===== config.mk =====
export PLATFORM = sky130hd
export DESIGN_NAME = mtq_sqrt_cell
export DESIGN_NICKNAME = d
export VERILOG_FILES = /design/src/design/mtq_pkg.sv /design/src/design/mtq_sqrt_cell.sv
export SDC_FILE = /design/constraint.sdc
export NUM_CORES = 1
export LEC_CHECK = 0
export ABC_AREA = 1
export BUFFER_PORTS_ARGS = -buffer_cell sky130_fd_sc_hd__buf_4
export CAP_MARGIN = 0
export CORE_AREA = 8 8 156 158
export DETAILED_ROUTE_END_ITERATION = 12
export DIE_AREA = 0 0 164 166
export PLACE_DENSITY = 0.76
export SLEW_MARGIN = 20
export SYNTH_ARGS = -nofsm -noshare
export SYNTH_HDL_FRONTEND = slang
export SYNTH_SLANG_ARGS = --single-unit

===== constraint.sdc =====
create_clock -name clk -period 6.7 [get_ports clk]
set_input_delay 1.675 -clock clk [delete_from_list [all_inputs] [get_ports clk]]
set_output_delay 1.675 -clock clk [all_outputs]
set_load 0.005 [all_outputs]

===== src/design/mtq_pkg.sv =====
// Package of the matrix to quaternion converter: widths, item types and
// the buses that travel along the square root and divider cell rows.
package mtq_pkg;

  localparam int SAMPLE_WIDTH = 16;
  localparam int FRAC_BITS    = 14;

  // Root argument is below 2^(SAMPLE_WIDTH+1), roots fit in ROOT_W bits.
  localparam int A_W    = SAMPLE_WIDTH + 1;
  localparam int SUM_W  = SAMPLE_WIDTH + 2;
  localparam int ROOT_W = SAMPLE_WIDTH;
  localparam int RAD_W  = 2 * ROOT_W;
  localparam int REM_W  = ROOT_W + 3;
  localparam int NUM_W  = SAMPLE_WIDTH + 1;
  localparam int MAG_W  = SAMPLE_WIDTH + 1;
  localparam int DIVN_W = MAG_W + FRAC_BITS;
  localparam int Q_W    = SAMPLE_WIDTH - 1;
  localparam int LANES  = 4;

  // Output component that carries the half root.
  typedef enum logic [1:0] {
    SLOT_W = 2'd0,
    SLOT_X = 2'd1,
    SLOT_Y = 2'd2,
    SLOT_Z = 2'd3
  } slot_t;

  typedef struct packed {
    logic signed [SAMPLE_WIDTH-1:0] m00;
    logic signed [SAMPLE_WIDTH-1:0] m01;
    logic signed [SAMPLE_WIDTH-1:0] m02;
    logic signed [SAMPLE_WIDTH-1:0] m10;
    logic signed [SAMPLE_WIDTH-1:0] m11;
    logic signed [SAMPLE_WIDTH-1:0] m12;
    logic signed [SAMPLE_WIDTH-1:0] m20;
    logic signed [SAMPLE_WIDTH-1:0] m21;
    logic signed [SAMPLE_WIDTH-1:0] m22;
  } mtq_in_t;

  typedef struct packed {
    logic signed [SAMPLE_WIDTH-1:0] quat_w;
    logic signed [SAMPLE_WIDTH-1:0] quat_x;
    logic signed [SAMPLE_WIDTH-1:0] quat_y;
    logic signed [SAMPLE_WIDTH-1:0] quat_z;
    logic                           root_clamped;
  } mtq_out_t;

  // Bus along the square root row: two roots are built side by side.
  typedef struct packed {
    logic                         valid;
    logic [RAD_W-1:0]             rad_h;
    logic [RAD_W-1:0]             rad_s;
    logic [REM_W-1:0]             rem_h;
    logic [REM_W-1:0]             rem_s;
    logic [ROOT_W-1:0]            root_h;
    logic [ROOT_W-1:0]            root_s;
    logic [LANES-1:0][NUM_W-1:0]  num;
    slot_t                        slot;
    logic                         clamped;
  } sq_bus_t;

  // Bus along the divider row: one quotient bit per lane in each cell.
  typedef struct packed {
    logic                         valid;
    logic [LANES-1:0][DIVN_W-1:0] rem;
    logic [LANES-1:0][Q_W-1:0]    quo;
    logic [LANES-1:0]             neg;
    logic [LANES-1:0]             ovf;
    logic [DIVN_W-1:0]            dsh;
    logic                         zero;
    logic [ROOT_W-1:0]            half;
    slot_t                        slot;
    logic                         clamped;
  } dv_bus_t;

endpackage


===== src/design/mtq_sqrt_cell.sv =====
// One square root cell: a single digit step for both roots, registered.
// Depends on mtq_pkg.
module mtq_sqrt_cell import mtq_pkg::*; (
  input  logic    clk,
  input  logic    rst_n,
  input  logic    en,
  input  sq_bus_t bus_i,
  output sq_bus_t bus_o
);

  sq_bus_t           bus_r;
  sq_bus_t           bus_nxt;
  logic [REM_W-1:0]  rem_h_t;
  logic [REM_W-1:0]  rem_s_t;
  logic [REM_W-1:0]  trial_h;
  logic [REM_W-1:0]  trial_s;

  // Bring down two radicand bits and try to subtract 4*root+1.
  always_comb begin
    bus_nxt = bus_i;
    rem_h_t = {bus_i.rem_h[REM_W-3:0], bus_i.rad_h[RAD_W-1:RAD_W-2]};
    rem_s_t = {bus_i.rem_s[REM_W-3:0], bus_i.rad_s[RAD_W-1:RAD_W-2]};
    trial_h = {{(REM_W-ROOT_W-2){1'b0}}, bus_i.root_h, 2'b01};
    trial_s = {{(REM_W-ROOT_W-2){1'b0}}, bus_i.root_s, 2'b01};
    bus_nxt.rad_h = {bus_i.rad_h[RAD_W-3:0], 2'b00};
    bus_nxt.rad_s = {bus_i.rad_s[RAD_W-3:0], 2'b00};
    if (rem_h_t >= trial_h) begin
      bus_nxt.rem_h  = rem_h_t - trial_h;
      bus_nxt.root_h = {bus_i.root_h[ROOT_W-2:0], 1'b1};
    end else begin
      bus_nxt.rem_h  = rem_h_t;
      bus_nxt.root_h = {bus_i.root_h[ROOT_W-2:0], 1'b0};
    end
    if (rem_s_t >= trial_s) begin
      bus_nxt.rem_s  = rem_s_t - trial_s;
      bus_nxt.root_s = {bus_i.root_s[ROOT_W-2:0], 1'b1};
    end else begin
      bus_nxt.rem_s  = rem_s_t;
      bus_nxt.root_s = {bus_i.root_s[ROOT_W-2:0], 1'b0};
    end
  end

  // Only the valid bit is cleared by reset.
  always_ff @(posedge clk) begin
    if (!rst_n) begin
      bus_r.valid <= 1'b0;
    end else if (en) begin
      bus_r <= bus_nxt;
    end
  end

  assign bus_o = bus_r;

endmodule


==> results by group, run 1 <==
Synthesis
  – Post-synth EDFFs: 201
  – Top cell type's share of synthesized area: 0.655
  – Synth Flop Type: edfxtp_1
  – Synth Cell Area: 9210 um2
  – Synth Area in Simple Gates: 0.189
  – Compound-Gate Fraction of Synth Area: 0.0234
  – Netlist cell types: 30
  – Seq/Total Area, Yosys: 0.658
  – Area share of fa/ha/maj cells after synthesis: 0.0489
  – Mapped Cells: 831
  – Area leader, netlist: edfxtp_1
  – Mux cell area share after synthesis: 0
  – Post-Synth XOR/XNOR Area: 0.0190
  – Mean post-synth cell area: 11.1 um2
  – Ys Warns: 0
  – Async S/R FF share, synth: 0
  – Leading post-synthesis cells by cell area: edfxtp_1 (66%), nand2_1 (11%), ha_1 (4.9%), inv_1 (4.7%), nand3_1 (2.1%)
  – Yosys reg bits: 202
  – Largest family of logic cells by synthesized area: simple AND/OR/NAND/NOR gates

Floorplan
  – Die W: 164 um
  – Die Y: 166 um
  – Starting Density: 0.417
  – Core area: 22100 um2
  – I/O Pins: 415
  – DIE AREA: 27200 um2
  – FP Rows: 55

Worst setup path
  – Critical Path AT: 3.57 ns
  – Crit path capture type: register
  – RR Startpoint: bus_o[205]
  – CP required: 7.07 ns
  – Maximum fanout along the worst path: 21
  – FF-to-FF End: bus_o[205]
  – Reg2Reg Setup Slack: 6.08 ns
  – R2r worst-path depth: 2
  – Crit Path Category: in -> reg
  – Startpoint types: input port

Placed design
  – Post-DP HPWL: 23.3 mm
  – DP Worst Slack: 2.96 ns
  – Buffers on Ports: 406
  – Routability Congestion: 0.910

Power and ir drop
  – Pwr Density: 252 nW/um2
  – P_leak: 0.00621 uW
  – Max VDD drop: 0.182 mV

Min path
  – Hold endpoint: bus_o[205]
  – HP Class: reg -> reg
  – WHS Path Cells: 2
  – Hold_sp: bus_o[205]

STA
  – Worst clock skew: 0 ns
  – TNS Setup: 0 ns
  – Hold Violations, Final: 0
  – Max-slew headroom: 0.528
  – Final setup fails: 0
  – Fin. max-slew vios: 0
  – Peak Freq: 312 MHz
  – Final hold slack: 0.542 ns
  – Worst setup margin: 3.50 ns
  – RSZ-0062 raised after global routing: no
  – Worst slew pin tran: 0.708 ns
  – Fin crit share: 0.478
  – Final worst path period need: 3.20 ns

CTS
  – Latest clock arrival within the worst-skew pair: 0.50 ns
  – Clk buf depth: 3
  – CTS buffer count: 23
  – Clk root buf: clkbuf_16
  – CTS tree: done
  – CTS sink cnt: 202
  – CTS Hold Bufs: 0
  – Clk slew on worst S/H paths: 0.06 ns
  – Cts repair resizes: 0
  – Setup bufs post-CTS: 0
  – H-tree depth: 1

Routing
  – Final ANT Viol Nets: 0
  – Routed WL: 29.3 mm
  – Router iterations before antenna repair: 4
  – Post-DR wirelength/cell: 18.8 um
  – DR vias: 7246
  – Vias per cell: 4.66
  – Initial drt markers: 396
  – DRC: 0

Cells and area
  – Reg area: 6060 um2
  – Area of the multi-input gates: 2600 um2
  – Max FFs per register: 202
  – Layout filler cell count: 1865
  – Most common cell after layout, fill and taps aside: buf_4
  – Synth-to-layout area growth: 44.4%
  – Net count, final: 1502
  – Most frequent cells in the layout: buf_4 (408), nand2_1 (269), edfxtp_1 (201)
  – Proportion of layout cells with a drive suffix above 1: 0.386

Global route
  – Number of global-route vias before repair: 7217
  – Largest net degree at the start of global routing: 100
  – Antenna violations before repair: 2
  – Total grt overflow: 0
  – Total GRT Usage: 0.203
  – Global-route wire length before repair: 42.5 mm

Job
  – Max_cap viols: 0

Run status
  – Status: finished clean
layout make-up:
| class | count | share of cell area |
|---|---|---|
| diodes | 1 | 0.000188 |
| clock buffers | 27 | 0.0444 |
| clock inverters | 11 | 0.0118 |
| inverters | 124 | 0.0359 |
| multi-input cells | 498 | 0.195 |
| flip-flops and latches | 202 | 0.455 |
| well taps | 285 | 0.0268 |
| repair buffers | 408 | 0.230 |
power breakdown:
group	total, uW	switching [uW]	internal [uW]
Sequential	1530	26.3	1500
Combinational	563	291	272
Clock	1260	479	778
Total	3350	797	2550
worst max-delay path, stage by stage:
cell and delay, ns:
buf_4 0.10, inv_1 0.04, ha_1 0.36, nand2_1 0.10, nand2_1 0.08, inv_1 0.07
nand2_1 0.06, nand2_1 0.08, nand2_1 0.05, nand2_1 0.09, nand4_4 0.30, inv_4 0.36
nand2_1 0.10, nand2_1 0.08
worst max-delay path by stage:
| stage | from | to | slack [ns] | cells past startpoint |
|---|---|---|---|---|
| 6_report | bus_i[75] | bus_o[118] | 3.50 | 14 |
| 3_5_place_dp | bus_i[82] | bus_o[121] | 2.96 | 11 |
| 4_1_cts | bus_i[82] | bus_o[116] | 3.48 | 12 |
| 2_1_floorplan | rst_n | bus_o[0] | 0.58 | 2 |
| 5_1_grt | bus_i[75] | bus_o[115] | 3.29 | 14 |
| 3_3_place_gp | bus_i[82] | bus_o[115] | 2.92 | 12 |
logic make-up (layout without fill, tap and decap cells):
kind of cell / Yosys count / in the layout
buf+inv: 134 / 570
simple gates: 403 / 403
flops: 202 / 202
other cells: 1 / 5
compound gates: 35 / 35
xor+xnor: 20 / 20
fa+ha+maj: 36 / 36
stage by stage:
stage	instances	cell area, um2	utilization	power (uW)
final	1556	13300	0.602	3350
after global routing	1556	13300	0.602	3490
after CTS	1555	13300	0.602	3380
after detailed placement	1517	12500	0.568	2120
after global placement	1517	12500	0.568	2110
after floorplan	834	9220	-	1820
synthesized netlist by cell type (7+ instances only):
cell / n
nand2_1: 269
inv_2: 7
nor2_1: 43
nand3_1: 39
edfxtp_1: 201
nand3b_1: 7
inv_1: 115
a21oi_1: 19
xor2_1: 17
nor2_2: 8
ha_1: 36
nand2_2: 21
per-layer routing:
layer  vias up  share of wire  GRT usage
met1      3327           0.38      0.233
met2       281           0.51      0.359
met3        52          0.083     0.0558
met4         2          0.029     0.0656
li1       3584              -          -
met5         -        0.00044          0
No activity file was read; power rests on OpenSTA's default activity.
==> run 2, diff against run 1 <==
- CORE_AREA: 8 8 156 158 -> unset
- CORE_ASPECT_RATIO: unset -> 0.9
- CORE_MARGIN: unset -> 8
- CORE_UTILIZATION: unset -> 43
- DIE_AREA: 0 0 164 166 -> unset
- PLACE_DENSITY: 0.76 -> 0.8
- clock period: 6.7 -> 2.9 ns (I/O delays scaled with it)
==> run 2 against run 1 <==
Register-to-register slack lost 3.8 ns. Utilization up 3.4 points. Largest cell class unchanged. Sequential share of layout area did not move. Final cell count grew 0.45%. Die area down 3.2%. Worst hold slack got worse by 0.15 ns.
==> results by group, run 2 (synthesized netlist as in run 1, its figures left out) <==
Run status
  – Status: finished clean

Worst setup path
  – Crit Path Category: in -> reg
  – CP required: 3.15 ns
  – Crit path to: bus_o[127]
  – Critical Path AT: 2.42 ns
  – Ordered list of cells on the worst path: buf_4, inv_1, ha_1, a21oi_1, nand2_1, a21oi_2, nand4_4, buf_4, nand2_1, nand2_1
  – Crit path capture type: register
  – Crit path from: bus_i[99]
  – Most used cell, CP: nand2_1
  – RR Startpoint: bus_o[205]
  – Slowest cell on the critical path: ha_1
  – Reg2Reg Setup Slack: 2.28 ns
  – Maximum fanout along the worst path: 13
  – R2r worst-path depth: 2
  – FF-to-FF End: bus_o[205]
  – Startpoint types: input port
  – CP peak stage delay: 0.35 ns

Floorplan
  – I/O Pins: 415
  – Starting Density: 0.441
  – Die Y: 155 um
  – Die W: 170 um
  – FP Rows: 50
  – Core area: 20900 um2
  – DIE AREA: 26400 um2

Global route
  – Global-route wire length before repair: 43.4 mm
  – Antenna violations before repair: 1
  – Largest net degree at the start of global routing: 57
  – Total GRT Usage: 0.215
  – Number of global-route vias before repair: 7158
  – Total grt overflow: 0

Power and ir drop
  – Pwr Density: 563 nW/um2
  – P_leak: 0.00621 uW
  – Max VDD drop: 0.477 mV

Routing
  – Initial drt markers: 562
  – Post-DR wirelength/cell: 19.3 um
  – DR vias: 7441
  – Router iterations before antenna repair: 5
  – DRC: 0
  – Routed WL: 30.2 mm
  – Final ANT Viol Nets: 0
  – Vias per cell: 4.76

STA
  – Fin. max-slew vios: 0
  – TNS Setup: 0 ns
  – Final setup fails: 0
  – Worst clock skew: 0 ns
  – Final hold slack: 0.390 ns
  – RSZ-0062 raised after global routing: no
  – Worst setup margin: 0.731 ns
  – Hold Violations, Final: 0
  – Final worst path period need: 2.17 ns
  – Peak Freq: 461 MHz
  – Fin crit share: 0.748

Cells and area
  – Most frequent cells in the layout: buf_4 (412), nand2_1 (268), edfxtp_1 (201)
  – Most common cell after layout, fill and taps aside: buf_4
  – Layout filler cell count: 1685
  – Post-Layout Cell Count: 1563
  – Net count, final: 1507
  – Antenna Cells: 0
  – Proportion of layout cells with a drive suffix above 1: 0.390
  – Max FFs per register: 202
  – Synth-to-layout area growth: 44.4%
  – Final Core Density: 0.636

CTS
  – CTS buffer count: 22
  – Cts repair resizes: 0
  – CTS sink cnt: 202
  – Clk slew on worst S/H paths: 0.06 ns
  – Setup bufs post-CTS: 0
  – CTS Hold Bufs: 0
  – Clk root buf: clkbuf_16
  – CTS tree: done
  – H-tree depth: 1
  – Latest clock arrival within the worst-skew pair: 0.50 ns
  – Clk buf depth: 3

Job
  – Max_cap viols: 0

Placed design
  – DP Worst Slack: 0.270 ns
  – Routability Congestion: 0.900
  – Buffers on Ports: 406
  – Post-DP HPWL: 24.2 mm
  – Cells after DPL: 1524

Min path
  – HP Class: in -> reg
## run 2: cell count changes in the layout (fill, tap and decap cells not counted), sizes merged
cell,before,now
clkinv,5,9
bufinv,4,1
buf,408,414
clkbuf,27,29
inv,125,123
diode,1,0
## run 2: area by class of cell
cell class                 instances  area (um2)  share of cell area
sequential                       202        6060               0.455
timing repair buffer             414        3130               0.236
multi-input combinational        498        2610               0.196
clock buffer                      29         577              0.0434
inverter                         124         474              0.0357
tap                              286         358              0.0269
clock inverter                    10        88.8             0.00668
## run 2: critical path, delay by kind of cell
kind	cells	cell delay (ns)
AO/OA/AOI/OAI	2	0.42
adder cells (fa/ha/maj)	1	0.35
buffers and inverters	3	0.39
AND/OR/NAND/NOR	4	0.53
## run 2: how the worst min path moves through the flow
| stage | cells after the start | start | endpoint | slack (ns) |
|---|---|---|---|---|
| 4_1_cts | 1 | bus_i[25] | bus_o[25] | 0.36 |
| 2_1_floorplan | 2 | bus_o[205] | bus_o[205] | 0.52 |
| 3_5_place_dp | 2 | bus_o[205] | bus_o[205] | 0.54 |
| 6_report | 1 | bus_i[43] | bus_o[43] | 0.39 |
| 5_1_grt | 1 | bus_i[3] | bus_o[3] | 0.36 |
| 3_3_place_gp | 2 | bus_o[205] | bus_o[205] | 0.53 |
## run 2: per-stage QoR
stage                     instance area [um2]  power (uW)
after detailed placement                12600        4920
final                                   13300        7480
after global placement                  12600        4890
after floorplan                          9240        4200
after CTS                               13300        7560
after global routing                    13300        7780
## run 2: layer usage
| metal | share of wire | GRT usage |
|---|---|---|
| met1 | 0.39 | 0.252 |
| met3 | 0.087 | 0.0613 |
| met4 | 0.026 | 0.0614 |
| met5 | 0.00066 | 0 |
| met2 | 0.50 | 0.376 |
## run 2: power by group
part           internal [uW]  total, uW  switching [uW]  leakage [uW]
clock network           1490       2610            1120      0.000330
registers               3470       3530            60.6       0.00189
logic                    642       1330             692       0.00399
total                   5610       7480            1870       0.00621
