`config.mk`:
```
export PLATFORM = sky130hd
export DESIGN_NAME = mtq_div_cell
export DESIGN_NICKNAME = d
export VERILOG_FILES = /design/src/design/mtq_pkg.sv /design/src/design/mtq_div_cell.sv
export SDC_FILE = /design/constraint.sdc
export NUM_CORES = 1
export LEC_CHECK = 0
export ABC_CLOCK_PERIOD_IN_PS = 8400
export BUFFER_PORTS_ARGS = -buffer_cell sky130_fd_sc_hd__buf_2
export CAP_MARGIN = 20
export CORE_AREA = 2 2 194 196
export DETAILED_ROUTE_END_ITERATION = 8
export DIE_AREA = 0 0 196 198
export PLACE_DENSITY = 0.7
export SLEW_MARGIN = 20
export SYNTH_ARGS = -nofsm -noshare
export SYNTH_HDL_FRONTEND = slang
export SYNTH_SLANG_ARGS = --single-unit
```
`constraint.sdc`:
```
create_clock -name clk -period 8.4 [get_ports clk]
set_clock_uncertainty 0.1 [all_clocks]
set_input_delay 0 -clock clk [delete_from_list [all_inputs] [get_ports clk]]
set_output_delay 0 -clock clk [all_outputs]
set_load 0.05 [all_outputs]
```
`src/design/mtq_pkg.sv`:
```
// Package of the matrix to quaternion converter: widths, item types and
// the buses that travel along the square root and divider cell rows.
package mtq_pkg;

  localparam int SAMPLE_WIDTH = 16;
  localparam int FRAC_BITS    = 14;

  // Root argument is below 2^(SAMPLE_WIDTH+1), roots fit in ROOT_W bits.
  localparam int A_W    = SAMPLE_WIDTH + 1;
  localparam int SUM_W  = SAMPLE_WIDTH + 2;
  localparam int ROOT_W = SAMPLE_WIDTH;
  localparam int RAD_W  = 2 * ROOT_W;
  localparam int REM_W  = ROOT_W + 3;
  localparam int NUM_W  = SAMPLE_WIDTH + 1;
  localparam int MAG_W  = SAMPLE_WIDTH + 1;
  localparam int DIVN_W = MAG_W + FRAC_BITS;
  localparam int Q_W    = SAMPLE_WIDTH - 1;
  localparam int LANES  = 4;

  // Output component that carries the half root.
  typedef enum logic [1:0] {
    SLOT_W = 2'd0,
    SLOT_X = 2'd1,
    SLOT_Y = 2'd2,
    SLOT_Z = 2'd3
  } slot_t;

  typedef struct packed {
    logic signed [SAMPLE_WIDTH-1:0] m00;
    logic signed [SAMPLE_WIDTH-1:0] m01;
    logic signed [SAMPLE_WIDTH-1:0] m02;
    logic signed [SAMPLE_WIDTH-1:0] m10;
    logic signed [SAMPLE_WIDTH-1:0] m11;
    logic signed [SAMPLE_WIDTH-1:0] m12;
    logic signed [SAMPLE_WIDTH-1:0] m20;
    logic signed [SAMPLE_WIDTH-1:0] m21;
    logic signed [SAMPLE_WIDTH-1:0] m22;
  } mtq_in_t;

  typedef struct packed {
    logic signed [SAMPLE_WIDTH-1:0] quat_w;
    logic signed [SAMPLE_WIDTH-1:0] quat_x;
    logic signed [SAMPLE_WIDTH-1:0] quat_y;
    logic signed [SAMPLE_WIDTH-1:0] quat_z;
    logic                           root_clamped;
  } mtq_out_t;

  // Bus along the square root row: two roots are built side by side.
  typedef struct packed {
    logic                         valid;
    logic [RAD_W-1:0]             rad_h;
    logic [RAD_W-1:0]             rad_s;
    logic [REM_W-1:0]             rem_h;
    logic [REM_W-1:0]             rem_s;
    logic [ROOT_W-1:0]            root_h;
    logic [ROOT_W-1:0]            root_s;
    logic [LANES-1:0][NUM_W-1:0]  num;
    slot_t                        slot;
    logic                         clamped;
  } sq_bus_t;

  // Bus along the divider row: one quotient bit per lane in each cell.
  typedef struct packed {
    logic                         valid;
    logic [LANES-1:0][DIVN_W-1:0] rem;
    logic [LANES-1:0][Q_W-1:0]    quo;
    logic [LANES-1:0]             neg;
    logic [LANES-1:0]             ovf;
    logic [DIVN_W-1:0]            dsh;
    logic                         zero;
    logic [ROOT_W-1:0]            half;
    slot_t                        slot;
    logic                         clamped;
  } dv_bus_t;

endpackage

```
`src/design/mtq_div_cell.sv`:
```
// One divider cell: a single restoring quotient bit for every lane, registered.
// Depends on mtq_pkg.
module mtq_div_cell import mtq_pkg::*; (
  input  logic    clk,
  input  logic    rst_n,
  input  logic    en,
  input  dv_bus_t bus_i,
  output dv_bus_t bus_o
);

  dv_bus_t bus_r;
  dv_bus_t bus_nxt;

  // Compare each partial remainder with the shifted divisor, then halve it.
  always_comb begin
    bus_nxt     = bus_i;
    bus_nxt.dsh = {1'b0, bus_i.dsh[DIVN_W-1:1]};
    for (int l = 0; l < LANES; l++) begin
      if (bus_i.rem[l] >= bus_i.dsh) begin
        bus_nxt.rem[l] = bus_i.rem[l] - bus_i.dsh;
        bus_nxt.quo[l] = {bus_i.quo[l][Q_W-2:0], 1'b1};
      end else begin
        bus_nxt.quo[l] = {bus_i.quo[l][Q_W-2:0], 1'b0};
      end
    end
  end

  always_ff @(posedge clk) begin
    if (!rst_n) begin
      bus_r.valid <= 1'b0;
    end else if (en) begin
      bus_r <= bus_nxt;
    end
  end

  assign bus_o = bus_r;

endmodule

```
==> load_flow_metrics.sql, run 1 <==
INSERT INTO impl_metrics (metric_group, metric, value, unit) VALUES
('cts', 'cts.reportedPaths.clkPinSlew', '0.06', 'ns'),
('critical_path', 'cp_num_cells', '13', ''),
('grt', 'grt_overflow_total', '0', ''),
('synth', 'share_of_flip_flops_with_an_asynchronous_set_or_reset', '0', ''),
('timing', 'worst-slew-pin-transition', '1.06', 'ns'),
('hold_path', 'hp-class', 'input port to register', ''),
('pwr', 'power_density', '188', 'nW/um^2'),
('synth', 'yosys-top-cells-count', 'sky130_fd_sc_hd__edfxtp_1, sky130_fd_sc_hd__ha_1, sky130_fd_sc_hd__a21oi_1', ''),
('timing', 'final_max_slew_viol_count', '0', ''),
('routing', 'drtPass1Iterations', '5', ''),
('placed_design', 'place.detailed.hpwl', '42500', 'um'),
('routing', 'wl_cell', '21.4', 'um'),
('run', 'maxCapViolations', '0', ''),
('timing', 'unrepaired_setup_endpoints_after_global_routing', 'no', ''),
('grt', 'antenna_found_initial', '5', ''),
('critical_path', 'worst_setup_end_kind', 'register', ''),
('timing', 'total_of_endpoints_with_negative_setup_slack_in_the_final_report', '0', ''),
('critical_path', 'worstSetupStartpointType', 'input port', ''),
('routing', 'vias', '14800', ''),
('final_layout', 'area_growth_syn_to_fin', '39.0', '%'),
('routing', 'route.detailed.vias_per_inst', '5.56', ''),
('critical_path', 'critical_path.most_common_cell', 'sky130_fd_sc_hd__dlygate4sd3_1', ''),
('synth', 'syn-cell-area', '16000', 'sq um'),
('floorplan', 'total_die_area', '38800', 'sq um'),
('critical_path', 'worstPathCellList', 'dlygate4sd3_1 -> buf_2 -> inv_1 -> ha_1 -> nor2b_1 -> o211ai_1 -> a21oi_1 -> a31oi_1 -> o2111ai_1 -> a31o_2 -> a21oi_4 -> mux2i_1 -> dlygate4sd3_1', ''),
('cts', 'cts_root_buffer', 'sky130_fd_sc_hd__clkbuf_16', ''),
('synth', 'postSynthRegisterBits', '243', ''),
('cts', 'clkSinkCount', '243', ''),
('synth', 'synth.top_cells.by_area', 'sky130_fd_sc_hd__edfxtp_1, sky130_fd_sc_hd__ha_1, sky130_fd_sc_hd__mux2_2', ''),
('critical_path', 'ff2ff_path_depth', '3', ''),
('placed_design', 'numPortBuffers', '485', ''),
('pwr', 'p_comb_frac', '0.347', ''),
('critical_path', 'timing_worst_setup_path_type', 'input port to register', ''),
('synth', 'synthDistinctLibCells', '79', ''),
('routing', 'detail_route.drc_violations', '0', ''),
('pwr', 'total_leakage_power', '9.71', 'nW'),
('timing', 'timing_hold_violations_final', '0', ''),
('critical_path', 'timing.critical_path.slowest_stage_cell', 'sky130_fd_sc_hd__a21oi_4', ''),
('critical_path', 'required_time_at_the_endpoint_of_the_critical_path', '8.62', 'ns'),
('final_layout', 'post_route_cells_drive_above_1_share', '0.303', ''),
('cts', 'clock_tree_from_tritoncts', 'yes', ''),
('floorplan', 'start_util', '0.434', ''),
('synth', 'synthDominantAreaCellType', 'sky130_fd_sc_hd__edfxtp_1', ''),
('critical_path', 'startpoint', 'bus_i[21]', ''),
('grt', 'grt_first_pass_wirelength', '83800', 'um'),
('synth', 'leading_cell_type_by_number_of_instances_after_synthesis', 'sky130_fd_sc_hd__edfxtp_1', ''),
('pwr', 'net-switching-power', '1.47', 'mW'),
('cts', 'clk_latency', '0.55', 'ns'),
('synth', 'synth.net_count', '1817', ''),
('synth', 'number_of_synthesized_flops_with_an_enable_pin', '242', ''),
('placed_design', 'dp.cells', '2358', ''),
('cts', 'cts_buffer_depth', '3', ''),
('critical_path', 'crit-reg2reg-capture', 'bus_o[243]', ''),
('grt', 'maximum_number_of_pins_on_one_net_before_global_route_repair', '83', ''),
('critical_path', 'critical_path.top_delay_family', 'compound AO/OA/AOI/OAI gates', ''),
('pwr', 'internal_power', '2.71', 'mW'),
('grt', 'grt_pass1_vias', '14800', ''),
('synth', 'synth.top_cell.area_share', '0.453', ''),
('routing', 'totalWireLength', '57000', 'um'),
('synth', 'average_cell_area_after_synthesis', '11.1', 'sq um'),
('synth', 'synthesis.yosys.warnings', '0', ''),
('status', 'status', 'completed', ''),
('floorplan', 'floorplan.die.height', '198', 'um'),
('critical_path', 'arrival', '4.64', 'ns'),
('critical_path', 'cpPeakStageDelay', '0.82', 'ns'),
('floorplan', 'die_x', '196', 'um'),
('cts', 'cts_setup_buffers', '0', ''),
('floorplan', 'io-pin-count', '491', ''),
('final_layout', 'num-nets-final', '2535', ''),
('synth', 'synth-main-ff-cell', 'sky130_fd_sc_hd__edfxtp_1', ''),
('cts', 'htree_num_levels', '1', '');
==> how the worst min path moves through the flow <==
stage | startpoint | end | slack, ns | depth (start not counted)
after detailed placement | bus_i[105] | bus_o[106] | 0.08 | 1
after global routing | bus_i[6] | bus_o[6] | 0.04 | 2
after global placement | bus_i[111] | bus_o[112] | 0.08 | 1
after CTS | bus_i[115] | bus_o[116] | 0.0005 | 2
after floorplan | bus_i[0] | bus_o[0] | -0.001 | 0
final | bus_i[87] | bus_o[88] | 0.04 | 2
==> timing repair <==
| action | in CTS | in global routing |
|---|---|---|
| endpoints found under the setup margin | 0 | 0 |
| resized for setup | 0 | 0 |
| endpoints found under the hold margin | 252 | 0 |
| hold buffers | 246 | 0 |
==> metrics by stage <==
step	worst slack, ns	hold WS, ns	total power, mW	instance area, sq um
3_5_place_dp	4.34	0.0781	2.86	18900
3_3_place_gp	4.38	0.0765	2.85	18900
4_1_cts	4.07	0.000476	4.18	22300
2_1_floorplan	2.19	-0.00113	2.52	16000
5_1_grt	3.63	0.0358	4.34	22300
6_report	3.98	0.0378	4.18	22300
==> layout make-up <==
| class | count | area (sq um) |
|---|---|---|
| clock inverters | 19 | 194 |
| diodes | 6 | 15.0 |
| repair buffers | 736 | 4930 |
| inverters | 77 | 292 |
| flip-flops and latches | 243 | 7290 |
| fillers | 3028 | 14700 |
| multi-input cells | 1074 | 8260 |
| well taps | 474 | 593 |
| clock buffers | 31 | 712 |
==> cell families (layout without fill, tap and decap cells) <==
kind of cell | after synthesis | after routing | share of synthesized area
AO/OA/AOI/OAI | 419 | 419 | 0.175
AND/OR/NAND/NOR | 307 | 307 | 0.0949
flip-flops | 243 | 243 | 0.455
adder cells (fa/ha/maj) | 128 | 128 | 0.102
buffers and inverters | 125 | 863 | 0.0313
multiplexers | 121 | 121 | 0.0880
XOR/XNOR | 98 | 98 | 0.0536
other | 1 | 7 | 0.000234
==> cells in the final DEF (no fill, tap or decap), types with 62 or more instances in the layout <==
cell type,count
sky130_fd_sc_hd__xnor2_1,68
sky130_fd_sc_hd__inv_1,76
sky130_fd_sc_hd__nor2_1,80
sky130_fd_sc_hd__buf_2,485
sky130_fd_sc_hd__o21ai_0,62
sky130_fd_sc_hd__ha_1,124
sky130_fd_sc_hd__edfxtp_1,242
sky130_fd_sc_hd__nand2_1,76
sky130_fd_sc_hd__mux2_2,87
sky130_fd_sc_hd__dlygate4sd3_1,246
sky130_fd_sc_hd__a21o_1,68
sky130_fd_sc_hd__a21oi_1,118
==> metal layers <==
metal  GRT usage  part of all wire  vias to the layer above
met5           0                 0                        -
met4       0.102             0.036                        0
met3      0.0416             0.068                      107
met2       0.519              0.51                      637
met1       0.330              0.39                     7093
li1            -                 -                     6951
==> power groups by stage <==
stage / sequential (mW) / combinational [mW] / clock [mW]
after floorplan: 1.89 / 0.637 / 0
after global placement: 1.52 / 1.33 / 0
after detailed placement: 1.52 / 1.33 / 0
after CTS: 1.50 / 1.44 / 1.24
after global routing: 1.51 / 1.54 / 1.29
final: 1.50 / 1.45 / 1.23
No activity file was read; power rests on OpenSTA's default activity.
==> inputs of run 2 (changes only) <==
--- a/config.mk
+++ b/config.mk
@@ -5,13 +5,13 @@
 export SDC_FILE = /design/constraint.sdc
 export NUM_CORES = 1
 export LEC_CHECK = 0
-export ABC_CLOCK_PERIOD_IN_PS = 8400
+export ABC_AREA = 1
+export ABC_CLOCK_PERIOD_IN_PS = 3700
 export BUFFER_PORTS_ARGS = -buffer_cell sky130_fd_sc_hd__buf_2
 export CAP_MARGIN = 20
-export CORE_AREA = 2 2 194 196
+export CORE_UTILIZATION = 50
 export DETAILED_ROUTE_END_ITERATION = 8
-export DIE_AREA = 0 0 196 198
-export PLACE_DENSITY = 0.7
+export PLACE_DENSITY = 0.79
 export SLEW_MARGIN = 20
 export SYNTH_ARGS = -nofsm -noshare
 export SYNTH_HDL_FRONTEND = slang
==> constraint.sdc (replaced) <==
create_clock -name clk -period 3.7 [get_ports clk]
set_clock_uncertainty 0.1 [all_clocks]
set_input_delay 0 -clock clk [delete_from_list [all_inputs] [get_ports clk]]
set_output_delay 0 -clock clk [all_outputs]
set_load 0.05 [all_outputs]
==> run 2 against run 1 <==
- largest power group is now combinational logic
- clock-buffer cell count fell by 1
- register-to-register slack got worse by 4.8 ns
- combinational power grew to 2.5 times the previous value
- global-route usage grew 13 points
- largest cell class unchanged
- worst hold slack improved by 0.0087 ns
- critical path type unchanged
==> load_flow_metrics.sql, run 2 <==
INSERT INTO impl_metrics (metric_group, metric, value, unit) VALUES
('status', 'status', 'completed', ''),
('critical_path', 'cpPeakStageDelay', '0.69', 'ns'),
('grt', 'maximum_number_of_pins_on_one_net_before_global_route_repair', '95', ''),
('timing', 'timing.final.crit_period', '3.08', 'ns'),
('routing', 'route.antenna.remaining_nets', '0', ''),
('final_layout', 'area_growth_syn_to_fin', '32.2', '%'),
('grt', 'grt_pass1_vias', '20400', ''),
('cts', 'cts_root_buffer', 'sky130_fd_sc_hd__clkbuf_16', ''),
('final_layout', 'fillers', '3171', ''),
('routing', 'wl_cell', '20.3', 'um'),
('synth', 'synthesis.yosys.warnings', '0', ''),
('cts', 'htree_num_levels', '1', ''),
('floorplan', 'design.core.area', '37800', 'sq um'),
('synth', 'synthDominantAreaCellType', 'sky130_fd_sc_hd__edfxtp_1', ''),
('cts', 'number_of_buffers_added_by_the_clock_tree_synthesis_step', '27', ''),
('pwr', 'power_density', '397', 'nW/um^2'),
('cts', 'ctsResizeCount', '0', ''),
('critical_path', 'timing.critical_path.slowest_stage_cell', 'sky130_fd_sc_hd__nor2_1', ''),
('placed_design', 'place.detailed.hpwl', '58900', 'um'),
('routing', 'route.detailed.vias_per_inst', '5.25', ''),
('pwr', 'total_leakage_power', '13.8', 'nW'),
('synth', 'postSynthRegisterBits', '243', ''),
('timing', 'setup_total_negative_slack', '0', 'ns'),
('cts', 'clkSinkCount', '243', ''),
('pwr', 'p_total', '10.1', 'mW'),
('floorplan', 'io-pin-count', '491', ''),
('floorplan', 'std_cell_rows', '71', ''),
('run', 'maxCapViolations', '0', ''),
('synth', 'syn-cell-area', '19300', 'sq um'),
('synth', 'synthDistinctLibCells', '39', ''),
('final_layout', 'final_core_utilization', '0.675', ''),
('cts', 'cts_buffer_depth', '3', ''),
('critical_path', 'worstSetupStartpointType', 'input port', ''),
('synth', 'synth.top_cells.by_area', 'sky130_fd_sc_hd__edfxtp_1, sky130_fd_sc_hd__nand2_1, sky130_fd_sc_hd__inv_1', ''),
('grt', 'grt_overflow_total', '0', ''),
('critical_path', 'required_time_at_the_endpoint_of_the_critical_path', '4.03', 'ns'),
('timing', 'timing_hold_violations_final', '0', ''),
('grt', 'antenna_found_initial', '11', ''),
('final_layout', 'layout.cells.most_common', 'sky130_fd_sc_hd__nand2_1', ''),
('placed_design', 'numPortBuffers', '485', ''),
('final_layout', 'largest_register_ffs', '243', ''),
('timing', 'total_of_endpoints_with_negative_setup_slack_in_the_final_report', '0', ''),
('floorplan', 'start_util', '0.510', ''),
('timing', 'slew-limit-headroom', '0.387', ''),
('hold_path', 'hp-class', 'input port to register', ''),
('final_layout', 'num-nets-final', '3840', ''),
('timing', 'final_max_slew_viol_count', '0', ''),
('timing', 'unrepaired_setup_endpoints_after_global_routing', 'no', ''),
('synth', 'synth.top_cell.area_share', '0.376', ''),
('routing', 'dr.first_iter.drc_count', '1702', ''),
('synth', 'leading_cell_type_by_number_of_instances_after_synthesis', 'sky130_fd_sc_hd__nand2_1', ''),
('synth', 'yosys-top-cells-count', 'sky130_fd_sc_hd__nand2_1, sky130_fd_sc_hd__inv_1, sky130_fd_sc_hd__nand3_1', ''),
('placed_design', 'place.gp.congestion', '0.972', ''),
('routing', 'vias', '21000', ''),
('critical_path', 'timing_worst_setup_path_type', 'input port to register', ''),
('floorplan', 'total_die_area', '39400', 'sq um'),
('cts', 'clock_tree_from_tritoncts', 'yes', ''),
('synth', 'average_cell_area_after_synthesis', '7.06', 'sq um'),
('final_layout', 'mostFrequentLayoutCells', 'sky130_fd_sc_hd__nand2_1, sky130_fd_sc_hd__inv_1, sky130_fd_sc_hd__buf_2, sky130_fd_sc_hd__nand3_1, sky130_fd_sc_hd__edfxtp_1', ''),
('critical_path', 'critical_path.max_fanout', '16', ''),
('critical_path', 'arrival', '3.41', 'ns'),
('timing', 'final_min_period_over_clock_period', '0.832', ''),
('critical_path', 'worstPathCellList', 'dlygate4sd3_1 -> buf_2 -> inv_1 -> ha_1 -> nand2_1 -> nor2_1 -> nand2_1 -> inv_1 -> nand3_1 -> o21bai_1 -> nor2_1 -> buf_4 -> nand3_1 -> nand2_1', ''),
('cts', 'clk_latency', '0.57', 'ns'),
('routing', 'detail_route.drc_violations', '0', ''),
('synth', 'synth-main-ff-cell', 'sky130_fd_sc_hd__edfxtp_1', ''),
('grt', 'grt_util_all_layers', '0.408', ''),
('final_layout', 'post_route_cells_drive_above_1_share', '0.172', ''),
('timing', 'worst-slew-pin-transition', '0.917', 'ns'),
('timing', 'max_freq', '0.325', 'GHz'),
('synth', 'synth-seq-area-share', '0.377', ''),
('routing', 'totalWireLength', '81400', 'um'),
('synth', 'share_of_flip_flops_with_an_asynchronous_set_or_reset', '0', ''),
('critical_path', 'worst_setup_end_kind', 'register', ''),
('pwr', 'max-vdd-ir-drop', '457', 'uV'),
('timing', 'whs', '0.0464', 'ns'),
('floorplan', 'die_x', '199', 'um'),
('floorplan', 'floorplan.die.height', '199', 'um'),
('synth', 'number_of_synthesized_flops_with_an_enable_pin', '242', ''),
('synth', 'synth.net_count', '3113', ''),
('routing', 'drtPass1Iterations', '8', ''),
('grt', 'grt_first_pass_wirelength', '119000', 'um'),
('synth', 'syn_inst', '2738', ''),
('cts', 'cts_setup_buffers', '0', ''),
('critical_path', 'critical_path.most_common_cell', 'sky130_fd_sc_hd__nand2_1', ''),
('cts', 'cts.reportedPaths.clkPinSlew', '0.07', 'ns');
[run 2: path summary, 6_finish.rpt]
path                            cells past startpoint          to  slack, ns        from
worst max-delay path                               14  bus_o[203]       0.62   bus_i[37]
worst max register to register                      3  bus_o[243]       2.33  bus_o[243]
worst min register to register                      3  bus_o[243]       1.09  bus_o[243]
worst min-delay path                                2  bus_o[100]       0.05   bus_i[99]
[run 2: cells by family after synthesis]
logic type | synth area share
AO/OA/AOI/OAI | 0.0239
adder cells (fa/ha/maj) | 0.0845
buffers and inverters | 0.122
other | 0.000194
XOR/XNOR | 0.0267
AND/OR/NAND/NOR | 0.365
flip-flops | 0.377
[run 2: critical path, delay by kind of cell]
kind	cells	cell delay (ns)
buffers and inverters	5	1.60
adders and majority gates	1	0.40
and+or+nand+nor	7	1.33
AOI/OAI and AO/OA	1	0.06
[run 2: cell type report]
cell class              instances  area, sq um  share of cell area
diodes                          8         20.0            0.000784
clock buffers                  30          697              0.0273
clock inverters                15          267              0.0104
inverters                     526         1980              0.0774
multi-input cells            1928         9690               0.379
flip-flops and latches        243         7290               0.285
well taps                     511          639              0.0250
repair buffers                739         4970               0.195
[run 2: what timing repair did]
| action | CTS | global route |
|---|---|---|
| hold buffers | 239 | 1 |
| hold endpoints to repair | 238 | 1 |
| endpoints found under the setup margin | 0 | 0 |
[run 2: stage by stage]
step / cells / setup slack, ns / instance area [sq um]
after floorplan: 2738 / -0.440 / 19300
after global routing: 3997 / 0.429 / 25500
final: 4000 / 0.621 / 25500
after CTS: 3991 / 0.753 / 25500
after detailed placement: 3707 / 0.760 / 22200
after global placement: 3707 / 0.831 / 22200
[run 2: routing by layer]
layer / vias up / GRT usage / wire length [um]
met1: 9447 / 0.470 / 30600
met2: 1157 / 0.645 / 35700
met4: 8 / 0.334 / 7430
li1: 10100 / - / -
met3: 321 / 0.0972 / 7580
met5: - / 0 / 61
[run 2: report_power, final]
part | internal (mW) | total, mW | leakage, nW | switching, mW
combinational | 1.07 | 3.65 | 11.1 | 2.59
clock | 1.84 | 3.04 | 0.469 | 1.21
sequential | 3.34 | 3.44 | 2.26 | 0.0997
total | 6.25 | 10.1 | 13.8 | 3.89
==> inputs of run 3 (changes only) <==
--- a/config.mk
+++ b/config.mk
@@ -5,13 +5,14 @@
 export SDC_FILE = /design/constraint.sdc
 export NUM_CORES = 1
 export LEC_CHECK = 0
-export ABC_AREA = 1
-export ABC_CLOCK_PERIOD_IN_PS = 3700
+export ABC_AREA = 0
+export ABC_CLOCK_PERIOD_IN_PS = 2800
 export BUFFER_PORTS_ARGS = -buffer_cell sky130_fd_sc_hd__buf_2
 export CAP_MARGIN = 20
-export CORE_UTILIZATION = 50
+export CORE_AREA = 2 2 192 194
 export DETAILED_ROUTE_END_ITERATION = 8
-export PLACE_DENSITY = 0.79
+export DIE_AREA = 0 0 194 196
+export PLACE_DENSITY = 0.74
 export SLEW_MARGIN = 20
 export SYNTH_ARGS = -nofsm -noshare
 export SYNTH_HDL_FRONTEND = slang
==> constraint.sdc (replaced) <==
create_clock -name clk -period 2.8 [get_ports clk]
set_clock_uncertainty 0.1 [all_clocks]
set_input_delay 0 -clock clk [delete_from_list [all_inputs] [get_ports clk]]
set_output_delay 0 -clock clk [all_outputs]
set_load 0.05 [all_outputs]
==> run 3 against run 2 <==
- the flow now finishes with violations (negative hold slack, negative setup slack)
- clock-buffer cell count stayed put
- via count shrank 21%
- global-route usage down 9.2 points
- non-clock buffer count grew 338
- critical path depth down 1
- sequential power up 32%
- largest power group unchanged
- register-to-register slack worse by 0.81 ns
- combinational power is 46% higher
- cell area up 0.92%
- highest routed layer unchanged
- worst hold slack got worse by 0.28 ns
- sequential share of layout area decreased by 0.26 points
==> load_flow_metrics.sql, run 3 (synthesis results as in run 1) <==
INSERT INTO impl_metrics (metric_group, metric, value, unit) VALUES
('floorplan', 'start_util', '0.444', ''),
('placed_design', 'numPortBuffers', '485', ''),
('hold_path', 'timing.hold.worst.start', 'bus_i[181]', ''),
('pwr', 'total_leakage_power', '11.6', 'nW'),
('timing', 'timing.final.crit_period', '2.83', 'ns'),
('routing', 'detail_route.drc_violations', '0', ''),
('critical_path', 'rr_startpoint', 'bus_o[243]', ''),
('timing', 'total_of_endpoints_with_negative_setup_slack_in_the_final_report', '10', ''),
('grt', 'grt_first_pass_wirelength', '92800', 'um'),
('status', 'status', 'complete, but fails checks', ''),
('final_layout', 'final_core_utilization', '0.714', ''),
('floorplan', 'io-pin-count', '491', ''),
('hold_path', 'worst_hold_end', 'bus_o[181]', ''),
('critical_path', 'worstPathCellList', 'dlygate4sd3_1 -> buf_2 -> ha_1 -> a31oi_4 -> o21ai_2 -> a31oi_1 -> buf_4 -> o2111ai_2 -> a31o_2 -> a21oi_4 -> buf_6 -> clkbuf_16 -> mux2_2', ''),
('cts', 'number_of_buffers_added_by_the_clock_tree_synthesis_step', '28', ''),
('hold_path', 'timing.hold.worst_path_depth', '3', ''),
('final_layout', 'multiInputGateArea', '8870', 'sq um'),
('grt', 'maximum_number_of_pins_on_one_net_before_global_route_repair', '60', ''),
('routing', 'vias', '16500', ''),
('cts', 'cts_buffer_depth', '3', ''),
('timing', 'max_freq', '0.354', 'GHz'),
('pwr', 'p_total', '13.6', 'mW'),
('final_layout', 'num-nets-final', '2876', ''),
('critical_path', 'rrSetupSlack', '1.52', 'ns'),
('routing', 'dr.first_iter.drc_count', '1010', ''),
('final_layout', 'area_growth_syn_to_fin', '60.9', '%'),
('timing', 'setup_total_negative_slack', '-0.149', 'ns'),
('critical_path', 'crit-reg2reg-capture', 'bus_o[243]', ''),
('timing', 'final.setup.worst_slack', '-0.0253', 'ns'),
('floorplan', 'design.core.area', '36100', 'sq um'),
('timing', 'unrepaired_setup_endpoints_after_global_routing', 'yes', ''),
('cts', 'cts_root_buffer', 'sky130_fd_sc_hd__clkbuf_16', ''),
('grt', 'grt_pass1_vias', '16600', ''),
('timing', 'final_max_slew_viol_count', '0', ''),
('cts', 'htree_num_levels', '1', ''),
('routing', 'route.antenna.remaining_nets', '0', ''),
('timing', 'slew-limit-headroom', '0.562', ''),
('cts', 'clkSinkCount', '243', ''),
('pwr', 'power_density', '529', 'nW/um^2'),
('final_layout', 'largest_register_ffs', '243', ''),
('critical_path', 'timing.critical_path.slowest_stage_cell', 'sky130_fd_sc_hd__dlygate4sd3_1', ''),
('placed_design', 'place.gp.congestion', '0.966', ''),
('final_layout', 'fillers', '2587', ''),
('final_layout', 'mostFrequentLayoutCells', 'sky130_fd_sc_hd__buf_2, sky130_fd_sc_hd__buf_4, sky130_fd_sc_hd__edfxtp_1, sky130_fd_sc_hd__dlygate4sd3_1, sky130_fd_sc_hd__a21oi_1', ''),
('placed_design', 'placedInstanceArea', '21400', 'sq um'),
('critical_path', 'worst_setup_end_kind', 'register', ''),
('final_layout', 'layout.cells.most_common', 'sky130_fd_sc_hd__buf_2', ''),
('final_layout', 'layout.area.seq', '7290', 'sq um'),
('hold_path', 'hp-class', 'input port to register', ''),
('floorplan', 'die_x', '194', 'um'),
('routing', 'drtPass1Iterations', '5', ''),
('grt', 'antenna_found_initial', '4', ''),
('critical_path', 'cpPeakStageDelay', '0.53', 'ns'),
('status', 'failed_checks', 'negative hold slack, negative setup slack', ''),
('critical_path', 'ff2ff_path_depth', '3', ''),
('grt', 'grt_util_all_layers', '0.315', ''),
('critical_path', 'timing_worst_setup_path_type', 'input port to register', ''),
('critical_path', 'critical_path.max_fanout', '7', ''),
('timing', 'timing_hold_violations_final', '2', ''),
('routing', 'wl_cell', '21.8', 'um'),
('timing', 'final_min_period_over_clock_period', '1.01', ''),
('cts', 'cts.reportedPaths.clkPinSlew', '0.06', 'ns'),
('final_layout', 'post_route_cells_drive_above_1_share', '0.430', ''),
('routing', 'totalWireLength', '65300', 'um'),
('pwr', 'max-vdd-ir-drop', '622', 'uV'),
('floorplan', 'std_cell_rows', '70', ''),
('floorplan', 'total_die_area', '38000', 'sq um'),
('run', 'maxCapViolations', '0', ''),
('critical_path', 'required_time_at_the_endpoint_of_the_critical_path', '3.01', 'ns'),
('routing', 'route.detailed.vias_per_inst', '5.52', ''),
('grt', 'grt_overflow_total', '0', ''),
('cts', 'clk_latency', '0.56', 'ns'),
('final_layout', 'design_area', '25800', 'sq um'),
('floorplan', 'floorplan.die.height', '196', 'um'),
('critical_path', 'worstSetupStartpointType', 'input port', ''),
('timing', 'whs', '-0.231', 'ns'),
('critical_path', 'arrival', '3.04', 'ns'),
('timing', 'worst-slew-pin-transition', '0.650', 'ns'),
('placed_design', 'place.detailed.hpwl', '47000', 'um'),
('cts', 'clock_tree_from_tritoncts', 'yes', '');
[run 3: report_power, final]
part	switching (mW)	internal, mW
registers	0.119	4.41
clock network	1.61	2.16
logic	3.08	2.26
total	4.80	8.84
[run 3: final cells by class]
class	instances	share of cell area
Multi-Input combinational cell	1074	0.344
Antenna cell	3	0.000291
Clock inverter	20	0.00738
Timing Repair Buffer	1077	0.303
Tap cell	468	0.0227
Inverter	77	0.0119
Sequential cell	243	0.283
Clock buffer	30	0.0283
[run 3: through the flow]
stage	hold WS [ns]	cells	setup slack (ns)
after floorplan	-0.00113	1442	0.0125
after global placement	0.0763	2667	-0.314
after detailed placement	0.0783	2667	-0.360
after CTS	-0.309	2955	0.00458
after global routing	-0.223	2990	-0.0584
final	-0.231	2992	-0.0253
[run 3: worst max-delay path by stage]
stage | startpoint | endpoint | slack, ns | cells after the start
floorplan | bus_i[26] | bus_o[127] | 0.01 | 12
global placement | bus_i[23] | bus_o[145] | -0.31 | 14
finish | bus_i[188] | bus_o[186] | -0.03 | 13
CTS | bus_i[153] | bus_o[176] | 0.005 | 12
detailed placement | bus_i[26] | bus_o[226] | -0.36 | 13
global route | bus_i[183] | bus_o[209] | -0.06 | 13
[run 3: worst max-delay path: cells and delay by family]
family,cells,cell delay [ns]
buffers and inverters,5,1.17
multiplexers,1,0.34
adder cells (fa/ha/maj),1,0.39
AO/OA/AOI/OAI,6,1.11
[run 3: timing repair]
action,CTS,global route
endpoints found under the hold margin,264,11
buffers inserted,0,22
setup endpoints to repair,0,118
hold buffers,238,11
gates resized for setup,0,134
[run 3: layer usage]
metal	wire [um]	global-route usage	share of wire
met1	24800	0.368	0.38
met2	33000	0.568	0.51
met3	4070	0.0476	0.062
met4	3430	0.153	0.053
met5	13	0	0.00020
